===== src/tyrd_pkg.sv =====
// Shared types, codes and pixel conversion helpers for the tiled run image decoder.
package tyrd_pkg;

    // Operation kinds passed from the parser to the pixel back end
    localparam logic [1:0] OP_TILE  = 2'd0;
    localparam logic [1:0] OP_TRANS = 2'd1;
    localparam logic [1:0] OP_STAT  = 2'd2;

    // Run modes
    localparam logic [1:0] MODE_YCC   = 2'd0;
    localparam logic [1:0] MODE_TRANS = 2'd1;
    localparam logic [1:0] MODE_RGB   = 2'd2;
    localparam logic [1:0] MODE_BAD   = 2'd3;

    // Result status codes
    localparam logic [1:0] ST_TILE = 2'd0;
    localparam logic [1:0] ST_ERR  = 2'd1;
    localparam logic [1:0] ST_DONE = 2'd2;

    localparam int OFS_W = 25;
    localparam int CNT_W = 12;

    typedef logic [7:0] byte_t;

    typedef struct packed {
        logic [1:0]       kind;
        logic [1:0]       mode;
        logic [1:0]       status;
        logic [OFS_W-1:0] offset;
        logic [CNT_W-1:0] count;
        byte_t [11:0]     data;
    } op_t;

    // Clip a signed value to 0..255
    function automatic logic [7:0] clip8(input logic signed [11:0] v);
        logic [7:0] r;
        if (v < 0)
            r = 8'd0;
        else if (v > 12'sd255)
            r = 8'd255;
        else
            r = v[7:0];
        return r;
    endfunction

    // Fixed-point YCrCb to ABGR, arithmetic shift gives floor division by 1024
    function automatic logic [31:0] ycc_pixel(input byte_t y, input byte_t cr,
                                              input byte_t cb);
        logic signed [8:0]  dr;
        logic signed [8:0]  db;
        logic signed [19:0] pr;
        logic signed [19:0] pg1;
        logic signed [19:0] pg2;
        logic signed [19:0] pb;
        logic signed [11:0] yy;
        logic signed [11:0] rr;
        logic signed [11:0] gg;
        logic signed [11:0] bb;
        dr  = $signed({1'b0, cr}) - 9'sd128;
        db  = $signed({1'b0, cb}) - 9'sd128;
        pr  = 20'sd1357 * 20'(dr);
        pg1 = 20'sd691 * 20'(dr);
        pg2 = 20'sd333 * 20'(db);
        pb  = 20'sd1715 * 20'(db);
        yy  = $signed({4'd0, y});
        rr  = yy + 12'(pr >>> 10);
        gg  = yy - 12'(pg1 >>> 10) - 12'(pg2 >>> 10);
        bb  = yy + 12'(pb >>> 10);
        return {8'hFF, clip8(bb), clip8(gg), clip8(rr)};
    endfunction

    // RGB bytes to ABGR, alpha left clear on the transparent color
    function automatic logic [31:0] rgb_pixel(input byte_t r, input byte_t g,
                                              input byte_t b, input logic [31:0] tc);
        logic [31:0] c;
        c = {8'h00, b, g, r};
        if (c != tc)
            c[31:24] = 8'hFF;
        return c;
    endfunction

endpackage


===== src/tyrd_front.sv =====
// Byte parser: tracks headers, run counts, tile bytes and position, issues operations.
module tyrd_front
    import tyrd_pkg::*;
#(
    parameter int MAX_WIDTH  = 4096,
    parameter int MAX_HEIGHT = 4096
)
(
    input  logic        clk,
    input  logic        rst_n,
    input  logic        accept,
    input  byte_t       stream_byte,
    input  logic        frame_start,
    input  logic [12:0] image_width,
    input  logic [12:0] image_height,
    output logic        push,
    output op_t         op
);

    localparam logic [1:0] PH_HEADER = 2'd0;
    localparam logic [1:0] PH_COUNT  = 2'd1;
    localparam logic [1:0] PH_DATA   = 2'd2;
    localparam logic [13:0] MAX_W14 = 14'(MAX_WIDTH);
    localparam logic [13:0] MAX_H14 = 14'(MAX_HEIGHT);
    localparam logic [14:0] COL_MAX = 15'd16383;

    logic [1:0]       phase_reg, phase_next;
    logic [1:0]       mode_reg, mode_next;
    logic [3:0]       ech_reg, ech_next;
    logic [11:0]      left_reg, left_next;
    logic [3:0]       bit_reg, bit_next;
    logic [13:0]      col_reg, col_next;
    logic [12:0]      row_reg, row_next;
    logic [OFS_W-1:0] lin_reg, lin_next;
    logic             stop_reg, stop_next;
    byte_t            tb_reg [11];

    logic [1:0]       c_phase;
    logic [3:0]       c_bit;
    logic             c_stop;
    logic [13:0]      w_eff;
    logic [13:0]      h_eff;
    logic             do_run;
    logic [11:0]      run_cnt;
    logic [14:0]      col_sum;
    logic [3:0]       need;
    logic             tb_we;

    assign w_eff = ({1'b0, image_width} < MAX_W14) ? {1'b0, image_width} : MAX_W14;
    assign h_eff = ({1'b0, image_height} < MAX_H14) ? {1'b0, image_height} : MAX_H14;

    // Next-state and operation decode for one byte
    always_comb
    begin
        c_phase    = frame_start ? PH_HEADER : phase_reg;
        mode_next  = frame_start ? MODE_YCC : mode_reg;
        ech_next   = frame_start ? 4'd0 : ech_reg;
        left_next  = frame_start ? 12'd0 : left_reg;
        c_bit      = frame_start ? 4'd0 : bit_reg;
        col_next   = frame_start ? 14'd0 : col_reg;
        row_next   = frame_start ? 13'd0 : row_reg;
        lin_next   = frame_start ? '0 : lin_reg;
        c_stop     = frame_start ? 1'b0 : stop_reg;
        phase_next = c_phase;
        bit_next   = c_bit;
        stop_next  = c_stop;
        push       = 1'b0;
        op         = '0;
        do_run     = 1'b0;
        run_cnt    = 12'd0;
        col_sum    = 15'd0;
        need       = 4'd0;
        tb_we      = 1'b0;
        if (!c_stop)
        begin
            unique case (c_phase)
                PH_HEADER:
                begin
                    if (col_next >= w_eff)
                    begin
                        col_next = col_next - w_eff;
                        row_next = row_next + 13'd2;
                        lin_next = lin_next + OFS_W'(w_eff);
                    end
                    // only a wrap can end the image
                    if (({1'b0, row_next} + 14'd1 >= h_eff) &&
                        ((frame_start ? 14'd0 : col_reg) >= w_eff))
                    begin
                        stop_next = 1'b1;
                        push      = 1'b1;
                        op.kind   = OP_STAT;
                        op.status = ST_DONE;
                    end
                    else if (stream_byte[7:6] != 2'b11)
                    begin
                        mode_next = stream_byte[7:6];
                        do_run    = 1'b1;
                        run_cnt   = {6'd0, stream_byte[5:0]};
                    end
                    else
                    begin
                        mode_next  = stream_byte[5:4];
                        ech_next   = stream_byte[3:0];
                        phase_next = PH_COUNT;
                    end
                end
                PH_COUNT:
                begin
                    do_run  = 1'b1;
                    run_cnt = {ech_next, stream_byte};
                end
                PH_DATA:
                begin
                    tb_we    = (c_bit < 4'd11);
                    need     = (mode_next == MODE_YCC) ? 4'd6 : 4'd12;
                    bit_next = c_bit + 4'd1;
                    if (bit_next >= need)
                    begin
                        push      = 1'b1;
                        op.kind   = OP_TILE;
                        op.mode   = mode_next;
                        op.status = ST_TILE;
                        op.offset = lin_next;
                        op.count  = 12'd1;
                        for (int i = 0; i < 12; i++)
                        begin
                            if (4'(i) == need - 4'd1 || i == 11)
                                op.data[i] = stream_byte;
                            else
                                op.data[i] = tb_reg[i];
                        end
                        lin_next = lin_next + OFS_W'(2);
                        bit_next = 4'd0;
                        if (left_next != 12'd0)
                            left_next = left_next - 12'd1;
                        if (left_next == 12'd0)
                            phase_next = PH_HEADER;
                    end
                end
                default:
                begin
                    phase_next = PH_HEADER;
                end
            endcase

            // Start of a run once its count is known
            if (do_run)
            begin
                phase_next = PH_HEADER;
                if (run_cnt != 12'd0)
                begin
                    col_sum  = {1'b0, col_next} + {2'b0, run_cnt, 1'b0};
                    col_next = (col_sum > COL_MAX) ? COL_MAX[13:0] : col_sum[13:0];
                    if (mode_next == MODE_BAD)
                    begin
                        stop_next = 1'b1;
                        push      = 1'b1;
                        op.kind   = OP_STAT;
                        op.status = ST_ERR;
                    end
                    else if (mode_next == MODE_TRANS)
                    begin
                        push      = 1'b1;
                        op.kind   = OP_TRANS;
                        op.mode   = MODE_TRANS;
                        op.offset = lin_next;
                        op.count  = run_cnt;
                        lin_next  = lin_next + OFS_W'({run_cnt, 1'b0});
                    end
                    else
                    begin
                        left_next  = run_cnt;
                        bit_next   = 4'd0;
                        phase_next = PH_DATA;
                    end
                end
            end
        end
        if (!accept)
            push = 1'b0;
    end

    // Parser state
    always_ff @(posedge clk or negedge rst_n)
    begin
        if (!rst_n)
        begin
            phase_reg <= PH_HEADER;
            mode_reg  <= MODE_YCC;
            ech_reg   <= 4'd0;
            left_reg  <= 12'd0;
            bit_reg   <= 4'd0;
            col_reg   <= 14'd0;
            row_reg   <= 13'd0;
            lin_reg   <= '0;
            stop_reg  <= 1'b0;
        end
        else if (accept)
        begin
            phase_reg <= phase_next;
            mode_reg  <= mode_next;
            ech_reg   <= ech_next;
            left_reg  <= left_next;
            bit_reg   <= bit_next;
            col_reg   <= col_next;
            row_reg   <= row_next;
            lin_reg   <= lin_next;
            stop_reg  <= stop_next;
        end
    end

    // Tile byte store
    always_ff @(posedge clk)
    begin
        if (accept && tb_we)
            tb_reg[c_bit] <= stream_byte;
    end

endmodule


===== src/tyrd_queue.sv =====
// Two-entry queue of decoded operations between parser and pixel back end.
module tyrd_queue
    import tyrd_pkg::*;
(
    input  logic clk,
    input  logic rst_n,
    input  logic push,
    input  op_t  push_op,
    input  logic pop,
    output logic full,
    output logic head_valid,
    output op_t  head_op
);

    op_t        mem_reg [2];
    logic       wr_reg;
    logic       rd_reg;
    logic [1:0] cnt_reg;

    assign full       = (cnt_reg == 2'd2);
    assign head_valid = (cnt_reg != 2'd0);
    assign head_op    = mem_reg[rd_reg];

    // Pointers and fill count
    always_ff @(posedge clk or negedge rst_n)
    begin
        if (!rst_n)
        begin
            wr_reg  <= 1'b0;
            rd_reg  <= 1'b0;
            cnt_reg <= 2'd0;
        end
        else
        begin
            if (push)
                wr_reg <= ~wr_reg;
            if (pop)
                rd_reg <= ~rd_reg;
            cnt_reg <= cnt_reg + {1'b0, push} - {1'b0, pop};
        end
    end

    // Entry storage
    always_ff @(posedge clk)
    begin
        if (push)
            mem_reg[wr_reg] <= push_op;
    end

endmodule


===== src/tyrd_back.sv =====
// Pixel back end: converts queued operations to result beats in an output register.
module tyrd_back
    import tyrd_pkg::*;
(
    input  logic             clk,
    input  logic             rst_n,
    input  logic             head_valid,
    input  op_t              head_op,
    input  logic [31:0]      transparent_color,
    output logic             pop,
    output logic             out_valid,
    input  logic             out_stall,
    output logic [OFS_W-1:0] tile_offset,
    output logic [31:0]      pixel_top_left,
    output logic [31:0]      pixel_top_right,
    output logic [31:0]      pixel_bottom_left,
    output logic [31:0]      pixel_bottom_right,
    output logic [CNT_W-1:0] repeat_tiles,
    output logic [1:0]       status
);

    logic        valid_reg;
    logic [31:0] px [4];

    assign pop       = head_valid && (!valid_reg || !out_stall);
    assign out_valid = valid_reg;

    // Pixel words for the head operation
    always_comb
    begin
        for (int i = 0; i < 4; i++)
        begin
            case (head_op.kind)
                OP_TILE:
                    if (head_op.mode == MODE_YCC)
                        px[i] = ycc_pixel(head_op.data[i], head_op.data[4], head_op.data[5]);
                    else
                        px[i] = rgb_pixel(head_op.data[3*i], head_op.data[3*i+1],
                                          head_op.data[3*i+2], transparent_color);
                OP_TRANS:
                    px[i] = transparent_color;
                default:
                    px[i] = 32'd0;
            endcase
        end
    end

    // Output valid
    always_ff @(posedge clk or negedge rst_n)
    begin
        if (!rst_n)
            valid_reg <= 1'b0;
        else if (!valid_reg || !out_stall)
            valid_reg <= head_valid;
    end

    // Output payload
    always_ff @(posedge clk)
    begin
        if (pop)
        begin
            tile_offset        <= head_op.offset;
            pixel_top_left     <= px[0];
            pixel_top_right    <= px[1];
            pixel_bottom_left  <= px[2];
            pixel_bottom_right <= px[3];
            repeat_tiles       <= head_op.count;
            status             <= head_op.status;
        end
    end

endmodule


===== src/tiled_ycrcb_run_image_decoder_unit.sv =====
// Top level: configuration registers, byte parser, operation queue and pixel back end.
// A result passes from the parser into the queue entry, then from the queue head into the output register.
// Throughput: one byte per cycle; the parser takes one byte each cycle the queue has room.
// The back end converts one queued operation per cycle into the output register while it is empty or out_stall is low.
// Reset (rst_n low, asynchronous) clears parser, queue and output valid; registers
// return to width 640, height 480, transparent color 0.
module tiled_ycrcb_run_image_decoder_unit
    import tyrd_pkg::*;
#(
    parameter int MAX_WIDTH  = 4096,
    parameter int MAX_HEIGHT = 4096
)
(
    input  logic             clk,
    input  logic             rst_n,
    input  logic             cfg_we,
    input  logic [1:0]       cfg_index,
    input  logic [31:0]      cfg_data,
    input  logic             in_valid,
    output logic             in_stall,
    input  logic [7:0]       stream_byte,
    input  logic             frame_start,
    output logic             out_valid,
    input  logic             out_stall,
    output logic [OFS_W-1:0] tile_offset,
    output logic [31:0]      pixel_top_left,
    output logic [31:0]      pixel_top_right,
    output logic [31:0]      pixel_bottom_left,
    output logic [31:0]      pixel_bottom_right,
    output logic [CNT_W-1:0] repeat_tiles,
    output logic [1:0]       status
);

    localparam logic [1:0] REG_WIDTH  = 2'd0;
    localparam logic [1:0] REG_HEIGHT = 2'd1;
    localparam logic [1:0] REG_TCOLOR = 2'd2;

    logic [12:0] width_reg;
    logic [12:0] height_reg;
    logic [31:0] tcolor_reg;
    logic        accept;
    logic        push;
    op_t         push_op;
    logic        pop;
    logic        full;
    logic        head_valid;
    op_t         head_op;

    assign in_stall = full;
    assign accept   = in_valid && !full;

    // Configuration registers
    always_ff @(posedge clk or negedge rst_n)
    begin
        if (!rst_n)
        begin
            width_reg  <= 13'd640;
            height_reg <= 13'd480;
            tcolor_reg <= 32'd0;
        end
        else if (cfg_we)
        begin
            unique case (cfg_index)
                REG_WIDTH:  width_reg  <= cfg_data[12:0];
                REG_HEIGHT: height_reg <= cfg_data[12:0];
                REG_TCOLOR: tcolor_reg <= cfg_data;
                default:    ;
            endcase
        end
    end

    tyrd_front #(
        .MAX_WIDTH  (MAX_WIDTH),
        .MAX_HEIGHT (MAX_HEIGHT)
    ) u_front (
        .clk          (clk),
        .rst_n        (rst_n),
        .accept       (accept),
        .stream_byte  (stream_byte),
        .frame_start  (frame_start),
        .image_width  (width_reg),
        .image_height (height_reg),
        .push         (push),
        .op           (push_op)
    );

    tyrd_queue u_queue (
        .clk        (clk),
        .rst_n      (rst_n),
        .push       (push),
        .push_op    (push_op),
        .pop        (pop),
        .full       (full),
        .head_valid (head_valid),
        .head_op    (head_op)
    );

    tyrd_back u_back (
        .clk                (clk),
        .rst_n              (rst_n),
        .head_valid         (head_valid),
        .head_op            (head_op),
        .transparent_color  (tcolor_reg),
        .pop                (pop),
        .out_valid          (out_valid),
        .out_stall          (out_stall),
        .tile_offset        (tile_offset),
        .pixel_top_left     (pixel_top_left),
        .pixel_top_right    (pixel_top_right),
        .pixel_bottom_left  (pixel_bottom_left),
        .pixel_bottom_right (pixel_bottom_right),
        .repeat_tiles       (repeat_tiles),
        .status             (status)
    );

endmodule

===== config.mk =====
export PLATFORM = sky130hd
export DESIGN_NAME = tiled_ycrcb_run_image_decoder_unit
export DESIGN_NICKNAME = d
export VERILOG_FILES = /design/src/tyrd_pkg.sv /design/src/tyrd_front.sv /design/src/tyrd_queue.sv /design/src/tyrd_back.sv /design/src/tiled_ycrcb_run_image_decoder_unit.sv
export SDC_FILE = /design/constraint.sdc
export NUM_CORES = 2
export LEC_CHECK = 0
export BUFFER_PORTS_ARGS = -buffer_cell sky130_fd_sc_hd__buf_2
export CAP_MARGIN = 10
export CORE_ASPECT_RATIO = 1.4
export CORE_MARGIN = 8
export CORE_UTILIZATION = 65
export CTS_BUF_LIST = sky130_fd_sc_hd__clkbuf_2 sky130_fd_sc_hd__clkbuf_4 sky130_fd_sc_hd__clkbuf_8
export DETAILED_ROUTE_END_ITERATION = 10
export PLACE_DENSITY = 0.84
export SLEW_MARGIN = 10
export SYNTH_ARGS = -nofsm -noshare
export SYNTH_HDL_FRONTEND = slang
export SYNTH_SLANG_ARGS = --single-unit
export TNS_END_PERCENT = 50

===== constraint.sdc =====
create_clock -name clk -period 20.2 [get_ports clk]
set_clock_uncertainty 0.1 [all_clocks]
set_input_delay 4.04 -clock clk [delete_from_list [all_inputs] [get_ports clk]]
set_output_delay 4.04 -clock clk [all_outputs]
set_load 0.02 [all_outputs]

; Word level (Yosys, flattened, before mapping)
; Memories as Yosys holds them, arrays and structs flattened.
; Cells that the tools add are included.
[classes]
n_mul = 4
n_reduce_logical = 21
n_mux = 160
n_eq_ne = 23
n_bitwise = 2
shifts = 0
add_sub_neg = 30
n_lt_le_gt_ge = 31
div = 0
[ops]
columns = cell, count
row1 = $mux W8, 39
row2 = $pmux W32 S2, 4
row3 = $mux W25, 9
row4 = $mux W12, 14
row5 = $mux W139, 1
row6 = $mux W137, 1
row7 = $mux W133, 1
row8 = $mux W32, 4
row9 = $ne A24 B32 Y1, 4
row10 = $mux W14, 8
row11 = $mux W13, 8
row12 = $add A9 B10 Y11, 8
row13 = $gt A11 B9 Y1 const B, 8
row14 = $lt A11 B1 Y1 const B, 8
row15 = $mux W43, 2
row16 = $mux W37, 2
row17 = $mux W4, 15
row18 = $pmux W25 S2, 1
row19 = $gt A12 B9 Y1 const B, 4
row20 = $lt A12 B1 Y1 const B, 4
row21 = $sub A11 B9 Y12, 4
row22 = $sub A9 B10 Y11, 4
row23 = $mux W2, 21
row24 = $mul A12 B9 Y20 const A, 2
row25 = other kinds (43), 95
[totals]
out_inout_bits = 169
mem_bits_rw = 366
elab_cells = 296
n_memories = 2
latch_bits = 0
romBits = 0
ff_bits = 307
[mem_list]
columns = name, words, word_bits, rd, rd_ports_with_merged_regs, wr, line_no
row1 = u_queue.mem_reg, 2, 139, 1, 0, 1, tyrd_queue.sv:15  ; op_t mem_reg [2];
row2 = u_front.tb_reg, 11, 8, 11, 0, 1, tyrd_front.sv:36  ; byte_t tb_reg [11];

; Longest topological paths before layout
[logic_depth]
depth_word = 21
mapped_depth = 53

; Modules after synthesis
; A second synthesis with hierarchy kept.
[hier_totals]
cells_unflattened = 4352
hier_area_um2 = 46403.3
[modules_own_cells]
columns = module, seq_area_each_um2, area_each_um2, instances, cells_each
row1 = tyrd_back, 5039.8, 19825.3, 1, 2124
row2 = tyrd_front, 4569.4, 13735.7, 1, 1655
row3 = tyrd_queue, 8448.1, 10646.5, 1, 448
row4 = tiled_ycrcb_run_image_decoder_unit, 1458.9, 2195.9, 1, 125

; Worst setup path after synthesis
; No wires, ideal clock.
[synth_path]
path_type = input to register
startpoint = input port frame_start
endpoint = memory u_queue.mem_reg[0][0] in the netlist's numbering (enable)
t_required_ps = 19460
setup_ps = 640
t_arrival_ps = 17341
cell_stages = 38
slack_ps = 2120
n_path_buf = 13
cell_sequence = buf_6 buf_6 clkbuf_1 clkbuf_1 clkbuf_1 clkbuf_1 buf_1 clkbuf_1 nor2b_1 ha_1 and2_1 nand4_1 a31oi_1 or2_0 buf_2 buf_2 nor2_1 buf_2 [2 not listed] xnor2_1 ha_1 o21ai_0 nor3_1 and3_1 mux2_2 a22oi_1 nor2_1 ha_1 a21oi_1 o22ai_1 or4_1 o211ai_1 nand3_1 a21oi_4 o21bai_1 o21ai_1 nor2_1
[synth_via]
elab_chain_cells = 20
[synth_rtl]
columns = item, line_no
row1 = "start, declared", tiled_ycrcb_run_image_decoder_unit.sv:22  ; input logic frame_start,
row2 = $mux W13 / $mux W14 (equally long branches), "tyrd_front.sv:61, tyrd_front.sv:60, tyrd_front.sv:87"
row3 = $add A13 B2 Y13 / $ge A14 B14 Y1 (equally long branches), "tyrd_front.sv:82, tyrd_front.sv:79, tyrd_front.sv:87"
row4 = $mux W13, tyrd_front.sv:79  ; if (col_next >= w_eff)
row5 = $mux W13, tyrd_front.sv:76  ; unique case (c_phase)
row6 = $mux W13, tyrd_front.sv:74  ; if (!c_stop)
row7 = $add A13 B1 Y14, tyrd_front.sv:86  ; if (({1'b0, row_next} + 14'd1 >= h_eff) &&
row8 = $ge A14 B14 Y1, tyrd_front.sv:86
row9 = $logic_and A1 B1 Y1, tyrd_front.sv:86
row10 = [4 not listed], -
row11 = $mux W1, tyrd_front.sv:161  ; else if (mode_next == MODE_TRANS)
row12 = $mux W1, tyrd_front.sv:154  ; if (mode_next == MODE_BAD)
row13 = $mux W1, tyrd_front.sv:150  ; if (run_cnt != 12'd0)
row14 = $mux W1, tyrd_front.sv:147  ; if (do_run)
row15 = $mux W1 *, tyrd_front.sv:74
row16 = $mux W1 *, tyrd_front.sv:179  ; if (!accept)
row17 = $mux W1 *, tyrd_queue.sv:46  ; if (push)
row18 = $mux W1 (implied by the code) *, tyrd_queue.sv:47  ; mem_reg[wr_reg] <= push_op;
row19 = "end, declared", tyrd_queue.sv:15
; Mark *: on every way between the ends. The rest lies on a longest branch, timed or not. The select of a mux whose other input is x is not followed.

; Worst setup path after layout
[layout_path]
startpoint = input port frame_start
endpoint = register u_front.lin_reg[19]
[layout_via]
elab_chain_cells = 17
[layout_rtl]
columns = item, line_no
row1 = $mux W13 / $mux W14 (equally long branches), "tyrd_front.sv:61, tyrd_front.sv:60, tyrd_front.sv:87"
row2 = $add A13 B2 Y13 / $ge A14 B14 Y1 (equally long branches), "tyrd_front.sv:82, tyrd_front.sv:79, tyrd_front.sv:87"
row3 = $mux W13, tyrd_front.sv:79
row4 = $mux W13, tyrd_front.sv:76
row5 = $mux W13, tyrd_front.sv:74
row6 = $add A13 B1 Y14, tyrd_front.sv:86
row7 = $ge A14 B14 Y1, tyrd_front.sv:86
row8 = $logic_and A1 B1 Y1, tyrd_front.sv:86
row9 = $mux W12 / $mux W2 (equally long branches), tyrd_front.sv:86
row10 = $pmux W12 S2 / $mux W2 (equally long branches), tyrd_front.sv:76
row11 = $mux W12 / $mux W2 (equally long branches), tyrd_front.sv:74
row12 = $add A25 B13 Y25 / $eq A2 B1 Y1 (equally long branches), "tyrd_front.sv:168, tyrd_front.sv:161"
row13 = $mux W25, tyrd_front.sv:161
row14 = $mux W25, tyrd_front.sv:154
row15 = $mux W25, tyrd_front.sv:150
row16 = $mux W25, tyrd_front.sv:147
row17 = $mux W25 *, tyrd_front.sv:74
row18 = "end signal, assigned", tyrd_front.sv:207  ; lin_reg <= lin_next;
row19 = "end, declared", tyrd_front.sv:34  ; logic [OFS_W-1:0] lin_reg, lin_next;
; Marked as above.
; A chain may end at the register's enable or synchronous reset.

==> run summary <==
run status = completed
count of warnings emitted by yosys = 0
Final Hold Violating Endpoints = 0
max-slew violation count = 0
top cells by area in the synthesized netlist = edfxtp_1 (37%), ha_1 (10%), dfrtp_1 (7.7%)
setup repair bufs after CTS = 0
number of nets produced by synthesis = 4585
total number of H-tree levels = 3
element type at the critical path end = flip-flop
worst slack at placement = 6205 ps
die width = 235.3 um
Worst R2R End = u_front.lin_reg[19]
initial antenna violation count = 3
post-synthesis cell type with the largest combined area = edfxtp_1
Setup TNS = 0 ps
per-cell routed wire length = 25.90 um
count of port buffers added during placement = 216
pin count of the biggest net entering global routing = 149
origin of the worst min-delay path = u_front.row_reg[0]
final setup violating endpoints = 0
area of the die = 75990 um2
maximum clock path buffer count = 3
Fill cells = 4675
post-synthesis sequential element count = 673
DRC violations left = 0
source-to-sink clock delay at the later pin of the worst-skew pair = 780 ps
crit start category = primary input
Root Buffer = clkbuf_8
Largest stage delay, worst path = 1000 ps
share of layout cells above drive strength 1 = 0.1416
max reg flops = 278
Synth Instances = 4059
I/O pin count = 217
min setup slack post-route = 6569 ps
combined area of the multi-input logic cells = 22540 um2
effective utilization at floorplan = 0.6560
syn_area_per_cell = 10.78 um2
routability cong. = 1.023
antenna-violating nets left = 0
most instantiated flip-flop cell in the synthesis netlist = edfxtp_1
footprint of the flip-flops and latches = 19520 um2
area of the mapped netlist = 43760 um2
height of the chip = 323.0 um
nets = 4772
FFs w/ async S/R, synth = 0.2080
router iterations before antenna repair = 7
TritonCTS clock tree = done
type of the worst min-delay path = flip-flop to flip-flop
Fmax = 73.36 MHz
slowest library cell on the worst path = or2_0
Max Cap Violations = 0
post-route clock period utilization = 0.6748
clock slew at reported path FFs = 70 ps
Std-Cell Rows = 112
non-filler cells, final = 5179
min cycle time layout = 13630 ps
sequential-to-total area share from yosys stat = 0.4460
hold worst-path end = u_front.row_reg[0]
cell count of the worst reg-to-reg path = 40
setup repair after global routing missed its margin = false
required time of the critical path = 20750 ps
clock buffer count from CTS = 94
total of cells resized after clock tree synthesis = 0
slew at the pin closest to its max-slew limit = 1270 ps
slack of the worst reg-to-reg path = 9260 ps
Core ar. = 66700 um2
Hold Buf Count CTS = 0
via count of the first global-routing pass = 33590
final worst hold slack = 393.2 ps
total number of vias = 33600
Crit Path Max Fanout = 53
number of distinct library cells after synthesis = 99
count of flip-flops with a built-in enable after synthesis = 533
total wirelength of the detailed-routed design = 134.1 mm
reg-to-reg startpoint = width_reg[12]
first-pass GRT wire length = 200.0 mm
total routing resource utilization after global routing = 0.3473
Hold Path Cell Cnt = 1
normalized max-slew margin = 0.1534
per-cell via count in the routed design = 6.488
GRT overflow = 0
data arrival time at the worst-slack endpoint = 14180 ps
most common cell in the synthesized netlist = edfxtp_1
Inst Count DP = 5005
most frequent cells after synthesis = edfxtp_1 (533), nand2_1 (375), ha_1 (367)
Detailed Route Iter0 Violations = 3178
half-perimeter wire length after placement = 99.67 mm
TritonCTS Sinks = 673
type of the worst setup path = primary input to flip-flop
relative area change from synthesis to final layout = 9.208%
share of the synthesized area in the top cell type = 0.3658
cells in the final DEF (no fill, tap or decap), types with 27 or more instances in the layout:
cell	instances
buf_2	214
nand4_1	28
mux2i_1	84
o21ai_1	30
nand3_1	61
nand2b_1	34
o211ai_1	30
xor2_1	77
nor2b_1	58
mux2_2	125
a31oi_1	42
xnor2_1	200
nor3_1	77
and3_1	111
nor4_1	27
ha_1	367
o2111ai_1	57
a21o_1	51
buf_4	44
edfxtp_1	533
and2_1	31
clkbuf_8	100
dfrtp_1	133
o21ai_0	153
inv_1	297
nor2_1	223
o21bai_1	53
fa_1	111
nand2_1	373
a21oi_1	218
worst max path at each step:
stage | from | to | slack, ps | cells past startpoint
floorplan | frame_start | u_queue.mem_reg[0][0] | 2120 | 38
finish | frame_start | u_front.lin_reg[19] | 6570 | 40
CTS | frame_start | u_front.lin_reg[19] | 6980 | 40
global route | frame_start | u_front.lin_reg[19] | 5980 | 40
detailed placement | frame_start | u_front.lin_reg[19] | 6210 | 40
global placement | frame_start | u_front.lin_reg[19] | 6390 | 40
routing by layer:
layer / vias to the layer above / GRT usage / routed length, um
met5: - / 0 / 0
met4: 0 / 0.2696 / 11990
met3: 566 / 0.06038 / 10340
met2: 1754 / 0.6027 / 66140
met1: 16200 / 0.3785 / 45660
li1: 15090 / - / -
layout make-up:
class / instances / area share
inverter: 308 / 0.02419
sequential: 673 / 0.4085
clock inverter: 52 / 0.01123
multi-input combinational: 2909 / 0.4717
timing repair buffer: 260 / 0.02998
clock buffer: 120 / 0.03194
tap: 855 / 0.02239
antenna: 2 / 0.0001047
kinds of logic (layout without fill, tap and decap cells):
kind of cell / after synthesis / after routing / synth area share
AOI/OAI and AO/OA: 839 / 839 / 0.1269
xor gates and xnor gates: 277 / 277 / 0.05545
muxes: 210 / 210 / 0.05164
other: 0 / 2 / 0
buffers and inverters: 477 / 740 / 0.04192
and+or+nand+nor: 1103 / 1103 / 0.1218
DFF: 673 / 673 / 0.4460
adders and majority gates: 480 / 480 / 0.1562
critical path: cells and delay by family:
kind                       cells  cell delay, ps
and+or+nand+nor               12            3260
AOI/OAI and AO/OA             16            3870
xor gates and xnor gates       2             360
buffers and inverters          4             940
muxes                          1             260
adders and majority gates      5            1420
metrics by stage:
stage,utilization,area [um2]
after global placement,0.6854,45720
after global routing,0.7164,47780
final,0.7164,47780
after detailed placement,0.6854,45720
after CTS,0.7163,47780
after floorplan,-,43760
Power is left out: the tool's default activity adds up to more than one toggle a clock period on the data nets, which glitch-free logic cannot reach.
